[src/hw/rtl/battery_peak_hold_gauge_core_assert.svh]
// Assertion macros shared by the gauge RTL.
// Stand-alone header; it needs nothing else and is included by the top level.
`ifndef BATTERY_PEAK_HOLD_GAUGE_CORE_ASSERT_SVH
`define BATTERY_PEAK_HOLD_GAUGE_CORE_ASSERT_SVH

// Same-cycle implication, checked at every rising edge outside reset.
`define BPHG_ASSERT_NOW(label, clk, rst_n, ante, cons) \
	label: assert property (@(posedge clk) disable iff (!rst_n) (ante) |-> (cons)) \
		else $error("gauge assertion failed");

// Next-cycle implication, checked at every rising edge outside reset.
`define BPHG_ASSERT_NEXT(label, clk, rst_n, ante, cons) \
	label: assert property (@(posedge clk) disable iff (!rst_n) (ante) |=> (cons)) \
		else $error("gauge assertion failed");

`endif

[src/hw/rtl/bphg_pkg.sv]
// Shared types and constants of the battery peak-hold gauge.
// No dependencies; used by bphg_mul, bphg_div and the top level.
package bphg_pkg;

	// Field widths.
	localparam int ADC_W     = 12;
	localparam int SUM_W     = 20;
	localparam int IDX_W     = 8;
	localparam int HELD_W    = 24;
	localparam int PCT_W     = 7;
	localparam int CV_W      = 13;
	localparam int CFG_W     = 16;
	localparam int CFG_IDX_W = 3;
	localparam int NUM_W     = 20;

	// Serial multiplier: 32-bit multiplicand, 16-bit multiplier.
	localparam int MUL_A_W   = 32;
	localparam int MUL_B_W   = 16;
	localparam int MUL_P_W   = MUL_A_W + MUL_B_W;
	localparam int MUL_CNT_W = $clog2(MUL_B_W + 1);

	// Serial restoring divider: 48-bit dividend, 24-bit divisor.
	localparam int DIV_DVD_W = 48;
	localparam int DIV_DSR_W = 24;
	localparam int DIV_QUO_W = 24;
	localparam int DIV_CNT_W = $clog2(DIV_DVD_W + 1);

	// Scaling constants: 3.3 V reference in mV, converter full scale,
	// held level per centivolt (10 mV times 256), and one hundred percent.
	localparam int SCALE_MV     = 3300;
	localparam int ADC_FULL     = 4095;
	localparam int GAIN_SHIFT_K = 16;
	localparam int CV_DIV       = 2560;
	localparam int PCT_FULL     = 100;

	// Configuration register indexes.
	localparam logic [CFG_IDX_W-1:0] REG_GAIN     = 3'd0;
	localparam logic [CFG_IDX_W-1:0] REG_DECAY    = 3'd1;
	localparam logic [CFG_IDX_W-1:0] REG_EMPTY    = 3'd2;
	localparam logic [CFG_IDX_W-1:0] REG_FULL     = 3'd3;
	localparam logic [CFG_IDX_W-1:0] REG_WARN     = 3'd4;
	localparam logic [CFG_IDX_W-1:0] REG_CRIT     = 3'd5;
	localparam logic [CFG_IDX_W-1:0] REG_START    = 3'd6;

	// Status of a serial arithmetic unit.
	typedef struct packed {
		logic busy;
		logic done;
	} unit_stat_t;

endpackage

[src/hw/rtl/bphg_mul.sv]
// Bit-serial shift-and-add multiplier, one multiplier bit per cycle.
// Depends on bphg_pkg.
module bphg_mul (
	input  logic                              clk,
	input  logic                              arst_n,
	input  logic                              start,
	input  logic [bphg_pkg::MUL_A_W-1:0]      mcand,
	input  logic [bphg_pkg::MUL_B_W-1:0]      mplier,
	output logic [bphg_pkg::MUL_P_W-1:0]      product,
	output bphg_pkg::unit_stat_t              stat
);
	import bphg_pkg::*;

	logic [MUL_A_W-1:0]   mcand_q;
	logic [MUL_A_W-1:0]   acc_q;
	logic [MUL_B_W-1:0]   lo_q;
	logic [MUL_CNT_W-1:0] cnt_q;
	logic                 busy_q;
	logic                 done_q;
	logic [MUL_A_W:0]     sum;

	// Add the multiplicand when the current multiplier bit is set.
	assign sum = {1'b0, acc_q} + (lo_q[0] ? {1'b0, mcand_q} : '0);

	// Sequencing: count the multiplier bits and flag completion.
	always_ff @(posedge clk or negedge arst_n) begin
		if (!arst_n) begin
			cnt_q  <= '0;
			busy_q <= 1'b0;
			done_q <= 1'b0;
		end else begin
			done_q <= 1'b0;
			if (start) begin
				cnt_q  <= MUL_CNT_W'(MUL_B_W);
				busy_q <= 1'b1;
			end else if (busy_q) begin
				cnt_q <= cnt_q - 1'b1;
				if (cnt_q == MUL_CNT_W'(1)) begin
					busy_q <= 1'b0;
					done_q <= 1'b1;
				end
			end
		end
	end

	// Datapath: the low product bits shift in as the multiplier shifts out.
	always_ff @(posedge clk) begin
		if (start) begin
			mcand_q <= mcand;
			acc_q   <= '0;
			lo_q    <= mplier;
		end else if (busy_q) begin
			acc_q <= sum[MUL_A_W:1];
			lo_q  <= {sum[0], lo_q[MUL_B_W-1:1]};
		end
	end

	assign product   = {acc_q, lo_q};
	assign stat.busy = busy_q;
	assign stat.done = done_q;

endmodule

[src/hw/rtl/bphg_div.sv]
// Bit-serial restoring divider, one quotient bit per cycle.
// Depends on bphg_pkg. The dividend is given left-aligned with a step count.
module bphg_div (
	input  logic                              clk,
	input  logic                              arst_n,
	input  logic                              start,
	input  logic [bphg_pkg::DIV_DVD_W-1:0]    dividend,
	input  logic [bphg_pkg::DIV_DSR_W-1:0]    divisor,
	input  logic [bphg_pkg::DIV_CNT_W-1:0]    steps,
	output logic [bphg_pkg::DIV_QUO_W-1:0]    quotient,
	output bphg_pkg::unit_stat_t              stat
);
	import bphg_pkg::*;

	logic [DIV_DVD_W-1:0] dvd_q;
	logic [DIV_DSR_W-1:0] dsr_q;
	logic [DIV_DSR_W-1:0] rem_q;
	logic [DIV_QUO_W-1:0] quo_q;
	logic [DIV_CNT_W-1:0] cnt_q;
	logic                 busy_q;
	logic                 done_q;
	logic [DIV_DSR_W:0]   trial;
	logic [DIV_DSR_W:0]   diff;
	logic                 fits;

	// Bring down the next dividend bit and try the divisor against it.
	assign trial = {rem_q, dvd_q[DIV_DVD_W-1]};
	assign diff  = trial - {1'b0, dsr_q};
	assign fits  = trial >= {1'b0, dsr_q};

	// Sequencing: count the quotient bits and flag completion.
	always_ff @(posedge clk or negedge arst_n) begin
		if (!arst_n) begin
			cnt_q  <= '0;
			busy_q <= 1'b0;
			done_q <= 1'b0;
		end else begin
			done_q <= 1'b0;
			if (start) begin
				cnt_q  <= steps;
				busy_q <= 1'b1;
			end else if (busy_q) begin
				cnt_q <= cnt_q - 1'b1;
				if (cnt_q == DIV_CNT_W'(1)) begin
					busy_q <= 1'b0;
					done_q <= 1'b1;
				end
			end
		end
	end

	// Datapath: the remainder always stays below the divisor.
	always_ff @(posedge clk) begin
		if (start) begin
			dvd_q <= dividend;
			dsr_q <= divisor;
			rem_q <= '0;
			quo_q <= '0;
		end else if (busy_q) begin
			dvd_q <= {dvd_q[DIV_DVD_W-2:0], 1'b0};
			rem_q <= fits ? diff[DIV_DSR_W-1:0] : trial[DIV_DSR_W-1:0];
			quo_q <= {quo_q[DIV_QUO_W-2:0], fits};
		end
	end

	assign quotient  = quo_q;
	assign stat.busy = busy_q;
	assign stat.done = done_q;

endmodule

[src/hw/rtl/battery_peak_hold_gauge_core.sv]
// Battery peak-hold gauge: sample averaging, held level with decay, charge percentage.
// Depends on bphg_pkg, bphg_mul, bphg_div and battery_peak_hold_gauge_core_assert.svh.
//
//   channel | signals                           | word
//   --------+-----------------------------------+----------------------------------------
//   in      | in_valid, in_ready                | adc_sample
//   out     | out_valid, out_ready              | reading_voltage, held_voltage, charge
//           |                                   | percent, low/critical/start flags
//   cfg     | cfg_we, cfg_index, cfg_data       | one register write, no wait
//
// A sample that does not close a group leaves in_ready high. The closing sample holds
// in_ready low through the update: set-up, multiply, divide, decay multiply (only when
// the held level decays), centivolt divide, percent divide (skipped with equal empty and
// full), word load. A word still waiting on out_ready keeps the next update in its last
// state, in_ready low. Reset is asynchronous, active low.
`include "battery_peak_hold_gauge_core_assert.svh"

module battery_peak_hold_gauge_core #(
	parameter int SAMPLE_COUNT = 16
) (
	input  logic                            clk,
	input  logic                            arst_n,
	input  logic                            in_valid,
	output logic                            in_ready,
	input  logic [bphg_pkg::ADC_W-1:0]      adc_sample,
	output logic                            out_valid,
	input  logic                            out_ready,
	output logic [bphg_pkg::HELD_W-1:0]     reading_voltage,
	output logic [bphg_pkg::HELD_W-1:0]     held_voltage,
	output logic [bphg_pkg::PCT_W-1:0]      charge_percent,
	output logic                            low_flag,
	output logic                            critical_flag,
	output logic                            start_allowed,
	input  logic                            cfg_we,
	input  logic [bphg_pkg::CFG_IDX_W-1:0]  cfg_index,
	input  logic [bphg_pkg::CFG_W-1:0]      cfg_data
);
	import bphg_pkg::*;

	// Divisor of the reading: samples per group times converter full scale times 16.
	localparam logic [DIV_DSR_W-1:0] READ_DEN =
		DIV_DSR_W'(SAMPLE_COUNT * ADC_FULL * GAIN_SHIFT_K);

	typedef enum logic [3:0] {
		S_IDLE,
		S_SCALE,
		S_MUL_RD,
		S_DIV_RD,
		S_MUL_DK,
		S_CV_GO,
		S_CV_WAIT,
		S_PCT_GO,
		S_PCT_WAIT,
		S_DONE
	} state_t;

	state_t state_q;

	// Configuration registers.
	logic [CFG_W-1:0] gain_q;
	logic [CFG_W-1:0] decay_q;
	logic [CV_W-1:0]  empty_q;
	logic [CV_W-1:0]  full_q;
	logic [PCT_W-1:0] warn_q;
	logic [PCT_W-1:0] crit_q;
	logic [PCT_W-1:0] start_q;

	// Accumulation and held state.
	logic [SUM_W-1:0]  sum_q;
	logic [IDX_W-1:0]  idx_q;
	logic [SUM_W-1:0]  grp_sum_q;
	logic [HELD_W-1:0] held_q;
	logic              primed_q;
	logic [HELD_W-1:0] reading_q;

	// Percentage mapping.
	logic [NUM_W-1:0]  num_mag_q;
	logic [CV_W-1:0]   span_mag_q;
	logic              neg_q;
	logic              span_zero_q;
	logic [PCT_W-1:0]  pct_q;

	// Output word.
	logic              out_valid_q;
	logic [HELD_W-1:0] out_reading_q;
	logic [HELD_W-1:0] out_held_q;
	logic [PCT_W-1:0]  out_pct_q;
	logic              out_low_q;
	logic              out_crit_q;
	logic              out_start_q;

	// Shared serial units.
	logic                 mul_start;
	logic [MUL_A_W-1:0]   mul_mcand;
	logic [MUL_B_W-1:0]   mul_mplier;
	logic [MUL_P_W-1:0]   mul_prod;
	unit_stat_t           mul_stat;
	logic                 div_start;
	logic [DIV_DVD_W-1:0] div_dvd;
	logic [DIV_DSR_W-1:0] div_dsr;
	logic [DIV_CNT_W-1:0] div_steps;
	logic [DIV_QUO_W-1:0] div_quo;
	unit_stat_t           div_stat;

	// Combinational helpers.
	logic              in_fire;
	logic [SUM_W-1:0]  sum_next;
	logic [IDX_W-1:0]  idx_next;
	logic              grp_full;
	logic [HELD_W-1:0] gap;
	logic [CV_W-1:0]   cv;
	logic signed [CV_W+1:0]  diff_s;
	logic signed [CV_W+1:0]  span_s;
	logic signed [NUM_W+1:0] num_s;
	logic [NUM_W+1:0]        num_abs;
	logic [CV_W+1:0]         span_abs;

	bphg_mul u_mul (
		.clk     (clk),
		.arst_n  (arst_n),
		.start   (mul_start),
		.mcand   (mul_mcand),
		.mplier  (mul_mplier),
		.product (mul_prod),
		.stat    (mul_stat)
	);

	bphg_div u_div (
		.clk      (clk),
		.arst_n   (arst_n),
		.start    (div_start),
		.dividend (div_dvd),
		.divisor  (div_dsr),
		.steps    (div_steps),
		.quotient (div_quo),
		.stat     (div_stat)
	);

	// Register writes; an index beyond the list is ignored.
	always_ff @(posedge clk or negedge arst_n) begin
		if (!arst_n) begin
			gain_q  <= CFG_W'(16384);
			decay_q <= CFG_W'(655);
			empty_q <= CV_W'(600);
			full_q  <= CV_W'(840);
			warn_q  <= PCT_W'(20);
			crit_q  <= PCT_W'(10);
			start_q <= PCT_W'(15);
		end else if (cfg_we) begin
			case (cfg_index)
				REG_GAIN:  gain_q  <= cfg_data;
				REG_DECAY: decay_q <= cfg_data;
				REG_EMPTY: empty_q <= cfg_data[CV_W-1:0];
				REG_FULL:  full_q  <= cfg_data[CV_W-1:0];
				REG_WARN:  warn_q  <= cfg_data[PCT_W-1:0];
				REG_CRIT:  crit_q  <= cfg_data[PCT_W-1:0];
				REG_START: start_q <= cfg_data[PCT_W-1:0];
				default: begin
				end
			endcase
		end
	end

	// Group accounting for the incoming sample.
	assign in_ready = (state_q == S_IDLE);
	assign in_fire  = in_valid && in_ready;
	assign sum_next = sum_q + SUM_W'(adc_sample);
	assign idx_next = idx_q + 1'b1;
	assign grp_full = (idx_next == '0) || ({1'b0, idx_next} >= (IDX_W+1)'(SAMPLE_COUNT));

	// Signed mapping of centivolts onto the empty..full span.
	assign gap      = held_q - div_quo;
	assign cv       = div_quo[CV_W-1:0];
	assign diff_s   = $signed({2'b00, cv}) - $signed({2'b00, empty_q});
	assign span_s   = $signed({2'b00, full_q}) - $signed({2'b00, empty_q});
	assign num_s    = (NUM_W+2)'(diff_s) * $signed((NUM_W+2)'(PCT_FULL));
	assign num_abs  = num_s[NUM_W+1] ? (NUM_W+2)'(-num_s) : num_s;
	assign span_abs = span_s[CV_W+1] ? (CV_W+2)'(-span_s) : span_s;

	// Operand selection for the serial units.
	always_comb begin
		mul_start  = 1'b0;
		mul_mcand  = '0;
		mul_mplier = '0;
		div_start  = 1'b0;
		div_dvd    = '0;
		div_dsr    = '0;
		div_steps  = '0;
		case (state_q)
			S_SCALE: begin
				mul_start  = 1'b1;
				mul_mcand  = MUL_A_W'({12'b0, grp_sum_q} * 32'(SCALE_MV));
				mul_mplier = gain_q;
			end
			S_MUL_RD: begin
				div_start = mul_stat.done;
				div_dvd   = mul_prod;
				div_dsr   = READ_DEN;
				div_steps = DIV_CNT_W'(DIV_DVD_W);
			end
			S_DIV_RD: begin
				mul_start  = div_stat.done && primed_q && (div_quo < held_q);
				mul_mcand  = MUL_A_W'(gap);
				mul_mplier = decay_q;
			end
			S_CV_GO: begin
				div_start = 1'b1;
				div_dvd   = {held_q, (DIV_DVD_W-HELD_W)'(0)};
				div_dsr   = DIV_DSR_W'(CV_DIV);
				div_steps = DIV_CNT_W'(HELD_W);
			end
			S_PCT_GO: begin
				div_start = !span_zero_q;
				div_dvd   = {num_mag_q, (DIV_DVD_W-NUM_W)'(0)};
				div_dsr   = DIV_DSR_W'(span_mag_q);
				div_steps = DIV_CNT_W'(NUM_W);
			end
			default: begin
			end
		endcase
	end

	// Update sequencer and output word.
	always_ff @(posedge clk or negedge arst_n) begin
		if (!arst_n) begin
			state_q       <= S_IDLE;
			sum_q         <= '0;
			idx_q         <= '0;
			grp_sum_q     <= '0;
			held_q        <= '0;
			primed_q      <= 1'b0;
			reading_q     <= '0;
			num_mag_q     <= '0;
			span_mag_q    <= '0;
			neg_q         <= 1'b0;
			span_zero_q   <= 1'b0;
			pct_q         <= '0;
			out_valid_q   <= 1'b0;
			out_reading_q <= '0;
			out_held_q    <= '0;
			out_pct_q     <= '0;
			out_low_q     <= 1'b0;
			out_crit_q    <= 1'b0;
			out_start_q   <= 1'b0;
		end else begin
			// A taken word clears the valid flag unless a new word replaces it.
			if (out_valid_q && out_ready && (state_q != S_DONE)) begin
				out_valid_q <= 1'b0;
			end
			case (state_q)
				S_IDLE: begin
					if (in_fire) begin
						if (grp_full) begin
							grp_sum_q <= sum_next;
							sum_q     <= '0;
							idx_q     <= '0;
							state_q   <= S_SCALE;
						end else begin
							sum_q <= sum_next;
							idx_q <= idx_next;
						end
					end
				end
				S_SCALE: begin
					state_q <= S_MUL_RD;
				end
				S_MUL_RD: begin
					if (mul_stat.done) begin
						state_q <= S_DIV_RD;
					end
				end
				S_DIV_RD: begin
					// A reading at or above the held level, or the first one, is adopted at once.
					if (div_stat.done) begin
						reading_q <= div_quo;
						if (!primed_q || div_quo >= held_q) begin
							held_q   <= div_quo;
							primed_q <= 1'b1;
							state_q  <= S_CV_GO;
						end else begin
							state_q <= S_MUL_DK;
						end
					end
				end
				S_MUL_DK: begin
					// Close the floored fraction of the gap.
					if (mul_stat.done) begin
						held_q  <= held_q - mul_prod[MUL_B_W +: HELD_W];
						state_q <= S_CV_GO;
					end
				end
				S_CV_GO: begin
					state_q <= S_CV_WAIT;
				end
				S_CV_WAIT: begin
					if (div_stat.done) begin
						num_mag_q   <= num_abs[NUM_W-1:0];
						span_mag_q  <= span_abs[CV_W-1:0];
						neg_q       <= num_s[NUM_W+1] ^ span_s[CV_W+1];
						span_zero_q <= (span_s == '0);
						state_q     <= S_PCT_GO;
					end
				end
				S_PCT_GO: begin
					// Equal empty and full voltage gives zero percent.
					if (span_zero_q) begin
						pct_q   <= '0;
						state_q <= S_DONE;
					end else begin
						state_q <= S_PCT_WAIT;
					end
				end
				S_PCT_WAIT: begin
					// A negative quotient clamps to zero, a large one to a hundred.
					if (div_stat.done) begin
						if (neg_q) begin
							pct_q <= '0;
						end else if (div_quo > DIV_QUO_W'(PCT_FULL)) begin
							pct_q <= PCT_W'(PCT_FULL);
						end else begin
							pct_q <= div_quo[PCT_W-1:0];
						end
						state_q <= S_DONE;
					end
				end
				S_DONE: begin
					if (!out_valid_q || out_ready) begin
						out_valid_q   <= 1'b1;
						out_reading_q <= reading_q;
						out_held_q    <= held_q;
						out_pct_q     <= pct_q;
						out_low_q     <= (pct_q <= warn_q);
						out_crit_q    <= (pct_q <= crit_q);
						out_start_q   <= (pct_q > start_q);
						state_q       <= S_IDLE;
					end
				end
				default: begin
					state_q <= S_IDLE;
				end
			endcase
		end
	end

	assign out_valid       = out_valid_q;
	assign reading_voltage = out_reading_q;
	assign held_voltage    = out_held_q;
	assign charge_percent  = out_pct_q;
	assign low_flag        = out_low_q;
	assign critical_flag   = out_crit_q;
	assign start_allowed   = out_start_q;

	// The two serial units never run at the same time.
	`BPHG_ASSERT_NOW(a_units_exclusive, clk, arst_n, mul_stat.busy, !div_stat.busy)
	// After any update the held level is never below the reading.
	`BPHG_ASSERT_NOW(a_held_over_reading, clk, arst_n, state_q == S_CV_GO, held_q >= reading_q)
	// Between samples the group count stays below the group size.
	`BPHG_ASSERT_NOW(a_index_in_group, clk, arst_n, state_q == S_IDLE,
		(idx_q == '0) || ({1'b0, idx_q} < (IDX_W+1)'(SAMPLE_COUNT)))
	// A delivered percentage is within 0..100.
	`BPHG_ASSERT_NEXT(a_pct_range, clk, arst_n, state_q == S_DONE,
		charge_percent <= PCT_W'(PCT_FULL))

endmodule
[config.mk]
export PLATFORM = sky130hd
export DESIGN_NAME = battery_peak_hold_gauge_core
export DESIGN_NICKNAME = d
export VERILOG_FILES = /design/src/hw/rtl/bphg_pkg.sv /design/src/hw/rtl/bphg_mul.sv /design/src/hw/rtl/bphg_div.sv /design/src/hw/rtl/battery_peak_hold_gauge_core.sv
export VERILOG_INCLUDE_DIRS = /design/src /design/src/hw/rtl
export SDC_FILE = /design/constraint.sdc
export NUM_CORES = 1
export LEC_CHECK = 0
export BUFFER_PORTS_ARGS = -buffer_cell sky130_fd_sc_hd__buf_4
export CORE_ASPECT_RATIO = 1.2
export CORE_MARGIN = 4
export CORE_UTILIZATION = 37
export DETAILED_ROUTE_END_ITERATION = 8
export PLACE_DENSITY_LB_ADDON = 0.08
export SLEW_MARGIN = 25
export SYNTH_ARGS = -nofsm -noshare
export SYNTH_HDL_FRONTEND = slang
export SYNTH_SLANG_ARGS = --single-unit
[constraint.sdc]
create_clock -name clk -period 5 [get_ports clk]
set_clock_uncertainty 0.05 [all_clocks]
set_input_delay 0.5 -clock clk [delete_from_list [all_inputs] [get_ports clk]]
set_output_delay 0.5 -clock clk [all_outputs]
set_load 0.05 [all_outputs]
==> results of run 1 <==
[per-layer routing]
layer  wire length, microns  GRT usage [%]  share of wire (%)
met3                   3290           2.70                3.5
met1                  41500           27.0                 45
met5                      0              0                  0
met4                   2830           6.06                3.0
met2                  45600           35.8                 49
[state kept, by name, summed over array words and instances (netlist names), 24 cells and up]
| register | count |
|---|---|
| held_q | 24 |
| held_voltage | 24 |
| reading_q | 24 |
| reading_voltage | 24 |
| u_div.dvd_q | 48 |
| u_div.quotient | 24 |
| u_div.rem_q | 24 |
| u_mul.acc_q | 32 |
| u_mul.mcand_q | 32 |
[final timing paths]
check / cells past startpoint / start / end / slack, ps
min: 2 / cfg_data[13] / gain_q[13] / 60
max in group asynchronous: 3 / arst_n / warn_q[6] / 3350
min reg2reg: 2 / span_mag_q[4] / span_mag_q[4] / 430
min in group asynchronous: 2 / arst_n / held_voltage[17] / 370
max: 21 / empty_q[6] / num_mag_q[19] / -320
max reg2reg: 21 / empty_q[6] / num_mag_q[19] / -320
[Yosys cell counts, types with 16 or more instances]
cell      number  area [sq um]
ha_1         305          3820
dfrtp_1      271          6780
inv_1        264           991
nand2_1      261           980
o21ai_0      222          1110
nor2_1       210           788
a21oi_1      174           871
mux2_2       123          1390
xnor2_1      113           990
edfxtp_1     110          3300
clkbuf_1      99           372
a21o_1        83           623
xor2_1        82           718
dfxtp_1       80          1600
fa_1          79          1580
mux2i_1       59           591
and2_1        58           363
nor3_1        47           235
and3_1        40           250
a31oi_1       36           225
nor2b_1       36           225
a22o_1        34           298
nand2b_1      31           194
nand3_1       31           155
a211oi_1      28           210
o21a_1        28           210
a222oi_1      24           240
dfstp_2       23           604
o31ai_1       20           150
o22ai_1       19           119
a221o_1       17           170
or3_1         16           100
[repair_timing]
action / in CTS / in global routing
cloned: 3 / 0
pin swaps: 109 / 78
hold buffers: 1 / 0
hold endpoints to repair: 58 / 0
buffers inserted: 33 / 14
setup endpoints to repair: 25 / 32
resized for setup: 124 / 90
[stage by stage]
step	setup TNS, ps	worst slack (ps)
floorplan	-445	-87.8
global placement	-4960	-280
detailed placement	-6370	-406
CTS	-2140	-175
global route	-8290	-545
finish	-3110	-322
[area by class of cell]
cell class / count / area, sq um
Inverter: 266 / 1000
Sequential cell: 484 / 12300
Timing Repair Buffer: 336 / 2610
Fill cell: 8057 / 46400
Clock buffer: 74 / 1660
Tap cell: 1130 / 1410
Antenna cell: 1 / 2.50
Clock inverter: 34 / 362
Multi-Input combinational cell: 2353 / 19300
[cell families after synthesis]
group	after synthesis	synth area share, %
compound gates	792	16.3
mux	183	6.26
fa+ha+maj	384	17.0
buf+inv	383	4.59
xor+xnor	195	5.37
simple gates	796	11.9
flops	484	38.6
==> qor.csv, run 1 <==
stage,metric,value,unit
global_routing,largest net degree at the start of global routing,84,
floorplanning,core box area,85100,sq um
worst_setup_path,Worst Setup End Kind,flip-flop,
worst_setup_path,crit-path cells,"inv_2, ha_4, a211o_1, or3_1, o21ai_2, o211a_1, nor2b_4, xnor2_4, fa_1, ha_4, ha_4, a21o_1, a31o_1, or3_4, and2_4, o21bai_4, nor4_4, nand2_2, o31ai_2, xnor2_1, o21ai_1",
layout,Layout Cell Area excl Fill,38600,sq um
worst_setup_path,Top delay family on crit path,simple AND/OR/NAND/NOR gates,
floorplanning,Die Ht,329,microns
layout,"Net count, final",3918,
global_routing,grt total ovfl,0,
synth,Synth Register Bits,484,
synth,syn_area_per_cell,9.89,sq um
floorplanning,IO Pins,96,
sta,WHS,56.6,ps
run_status,run status,"finished, violations left",
sta,relative slew slack,37.3,%
sta,Tmin final,5320,ps
route,# DRC,0,
clock_network,H-tree depth,2,
sta,"Slew Viols, Final",0,
sta,min setup slack post-route,-322,ps
synth,Synth Net Count,3637,
clock_network,CTS tree,yes,
global_routing,GRT Total Usage,20.6,%
clock_network,clock latency on the worst-skew pair,640,ps
synth,Synth Flop Type,dfrtp_1,
layout,"non-filler cells, final",4678,
global_routing,vias in the first global route,25575,
clock_network,Worst-path clk slew,60,ps
layout,most frequent cells in the layout,"323 x buf_4, 263 x ha_1, 262 x dfrtp_1, 253 x nand2_1, 239 x inv_1",
sta,Tcrit/Tclk final,106,%
worst_setup_path,Worst path most repeated cell,ha_4,
worst_setup_path,Critical Path Fanout Max,4,
global_routing,first-pass GRT wire length,147,mm
flow_run,Max Cap Violations,0,
placed_design,dpl hpwl,70.6,mm
worst_setup_path,startpoint types,flip-flop,
layout,final design utilization,45.4,%
worst_setup_path,Worst Path Buf+Inv,1,
placed_design,area post-placement,35300,sq um
route,drt via density,5.28,
synth,Yosys Warn Count,0,
sta,RSZ-0062 raised after global routing,yes,
route,via count,24682,
route,overall routed net length,93.3,mm
floorplanning,die area,90700,sq um
route,Initial DRC Count,1736,
floorplanning,Initial Utilization,37.4,%
synth,Synth Instances,3217,
clock_network,Clock Sink Count,484,
synth,number of synthesized flops with an enable pin,110,
layout,share of cells above drive strength 1,22.0,%
layout,"most common cell after layout, fill and taps aside",buf_4,
worst_hold_path,Hold WC Path Type,in -> reg,
clock_network,root buffer cell,clkbuf_16,
synth,asr flop ratio synth,60.7,%
route,Detail Route Antenna Nets,0,
floorplanning,row count,117,
worst_setup_path,Worst path slowest cell,dfstp_2,
worst_setup_path,crit path DAT,5770,ps
synth,sequential fraction of the synthesis area,38.6,%
worst_setup_path,Worst Path Required,5450,ps
route,total iterations of the first detailed-routing run,8,
synth,synth unique cells,88,
worst_setup_path,Worst path max stage delay,520,ps
clock_network,TritonCTS Buffers,57,
placed_design,port buffer count,95,
worst_setup_path,Crit Path Category,reg -> reg,
floorplanning,Die X,276,microns
layout,synthesis-to-finish area growth,21.4,%
global_routing,initial antenna violation count,1,
route,wire per inst,19.9,microns
synth,Synth Cell Area,31800,sq um
sta,Worst Max-Slew Pin Slew,939,ps
placed_design,placed insts,4524,
clock_network,CTS max path bufs,3,
run_status,violated checks,negative setup slack,
sta,max frequency,188,MHz
placed_design,RePlAce Congestion,0.908,
sta,"Hold Vio Cnt, Final",0,
sta,final setup violation count,19,
Power of run 1 is left out: the tool's default activity adds up to more than one toggle a clock period on the data nets, which glitch-free logic cannot reach.
==> run 2, diff against run 1 <==
CORE_UTILIZATION = 58   (was 37)
==> qor.csv, run 2 (synthesis results as in run 1) <==
stage,metric,value,unit
run_status,run status,"finished, violations left",
run_status,violated checks,negative setup slack,
clock_network,Worst-path clk slew,60,ps
layout,share of cells above drive strength 1,20.3,%
layout,Layout Cell Area excl Fill,37400,sq um
clock_network,CTS max path bufs,3,
route,Top Layer Used,met4,
global_routing,GRT Total Usage,28.6,%
route,DR WL met2,41.9,mm
layout,most frequent cells in the layout,"303 x buf_4, 269 x ha_1, 264 x dfrtp_1, 259 x nand2_1, 251 x inv_1",
sta,Worst Max-Slew Pin Slew,1050,ps
worst_setup_path,startpoint types,flip-flop,
clock_network,clock latency on the worst-skew pair,610,ps
global_routing,grt total ovfl,0,
floorplanning,core box area,54000,sq um
route,wire per inst,20.3,microns
worst_setup_path,Critical Path Source,empty_q[1],
floorplanning,row count,93,
worst_setup_path,Worst Setup End Kind,flip-flop,
worst_setup_path,Worst Path Required,5410,ps
clock_network,TritonCTS Buffers,52,
placed_design,area post-placement,34600,sq um
global_routing,first-pass GRT wire length,137,mm
route,overall routed net length,85.7,mm
clock_network,CTS tree,yes,
sta,Tcrit/Tclk final,108,%
sta,Tmin final,5380,ps
sta,"Hold Vio Cnt, Final",0,
sta,relative slew slack,29.9,%
route,# DRC,0,
worst_setup_path,Worst path max stage delay,420,ps
worst_hold_path,Hold WC Path Type,in -> reg,
layout,"non-filler cells, final",4228,
global_routing,largest net degree at the start of global routing,123,
sta,min setup slack post-route,-382,ps
route,via count,25130,
sta,max frequency,186,MHz
sta,RSZ-0062 raised after global routing,yes,
layout,Regs by FF count,"u_div.dvd_q: 48 flops, u_mul.acc_q: 32 flops, u_mul.mcand_q: 32 flops",
worst_setup_path,Worst path most repeated cell,ha_4,
worst_setup_path,Crit Path Category,reg -> reg,
route,total iterations of the first detailed-routing run,6,
route,Detail Route Antenna Nets,0,
placed_design,RePlAce Congestion,0.939,
route,DR WL met3,4.52,mm
worst_setup_path,Top delay family on crit path,compound AO/OA/AOI/OAI gates,
worst_hold_path,Worst Hold Launch,cfg_data[13],
placed_design,placed insts,4094,
worst_setup_path,worst r2r src,empty_q[1],
layout,"Net count, final",3893,
placed_design,dpl hpwl,63.2,mm
placed_design,port buffer count,95,
floorplanning,Die Ht,265,microns
clock_network,root buffer cell,clkbuf_16,
worst_setup_path,Worst path slowest cell,or3b_4,
clock_network,Clock Sink Count,484,
sta,final setup violation count,20,
worst_setup_path,crit path DAT,5790,ps
flow_run,Max Cap Violations,0,
layout,"most common cell after layout, fill and taps aside",buf_4,
worst_setup_path,crit-path cells,"inv_2, ha_4, nor2b_4, o31a_1, o21ai_1, nand2b_1, a21oi_2, o21ai_2, xor2_2, ha_4, ha_4, xor2_2, ha_1, ha_4, and3_4, a221oi_2, o21bai_1, a21oi_2, or3b_4, a31oi_4, mux2_4, o21ai_2, xor2_1, o21ai_1",
worst_setup_path,Worst Path Buf+Inv,1,
route,DRT met1 WL,36.0,mm
floorplanning,die area,58700,sq um
worst_setup_path,Critical Path Fanout Max,5,
route,Initial DRC Count,2030,
floorplanning,Die X,222,microns
layout,max reg flops,48,
global_routing,vias in the first global route,25619,
layout,Top reg by flops,u_div.dvd_q,
layout,Antenna diodes,0,
clock_network,H-tree depth,2,
layout,fillcell total,4166,
global_routing,initial antenna violation count,1,
floorplanning,IO Pins,96,
layout,synthesis-to-finish area growth,17.7,%
route,drt via density,5.94,
floorplanning,Initial Utilization,58.9,%
sta,"Slew Viols, Final",0,
==> run 2: cell count changes in the layout (fill, tap and decap cells not counted), sizes merged <==
| cell | before | now |
|---|---|---|
| buf | 335 | 315 |
| clkinv | 22 | 15 |
| bufinv | 6 | 3 |
| clkbuf | 74 | 71 |
| inv | 267 | 269 |
| diode | 1 | 0 |
==> run 2: worst paths after layout <==
kind / to / slack, ps / cells after the start
setup / recovery: num_mag_q[6] / -380 / 24
hold / removal: gain_q[13] / 100 / 2
setup reg to reg: num_mag_q[6] / -380 / 24
hold reg to reg: span_mag_q[9] / 420 / 2
max in group asynchronous: held_voltage[17] / 3400 / 3
min in group asynchronous: low_flag / 380 / 2
==> run 2: worst register-to-register path: stages, from the launching register on <==
cell	delay [ps]
dfrtp_1	370
inv_2	70
ha_4	190
nor2b_4	120
o31a_1	300
o21ai_1	130
nand2b_1	150
a21oi_2	220
o21ai_2	100
xor2_2	240
ha_4	250
ha_4	240
xor2_2	140
ha_1	310
ha_4	280
and3_4	170
a221oi_2	70
o21bai_1	220
a21oi_2	90
or3b_4	420
a31oi_4	330
mux2_4	410
o21ai_2	100
xor2_1	190
o21ai_1	80
==> run 2: metrics by stage <==
step	util (%)	TNS, ps	setup WS [ps]	hold slack [ps]
4_1_cts	68.7	-4050	-265	69.8
5_1_grt	69.3	-11840	-595	85.8
3_3_place_gp	64.1	-3320	-216	404
6_report	69.3	-6060	-382	100
2_1_floorplan	-	-445	-87.8	154
3_5_place_dp	64.1	-6140	-337	412
==> run 2: what timing repair did <==
item,in CTS,in global routing
endpoints found under the setup margin,24,31
resized for setup,85,70
hold buffers,1,0
pin swaps,81,66
cloned,3,0
hold endpoints to repair,59,0
buffers inserted,27,9
==> run 2: area by class of cell <==
type,count,area [sq um],share of cell area (%)
sequential,484,12300,32.9
clock inverter,26,240,0.642
timing repair buffer,316,2460,6.57
inverter,266,1000,2.67
tap,712,891,2.38
clock buffer,71,1530,4.08
multi-input combinational,2353,19000,50.8
==> run 2: metal layers <==
metal,GRT usage (%),up-vias
met5,0,-
met4,9.98,0
met3,3.26,187
met2,49.3,726
met1,37.7,12259
li1,-,11958
Power of run 2 is left out for the same reason.
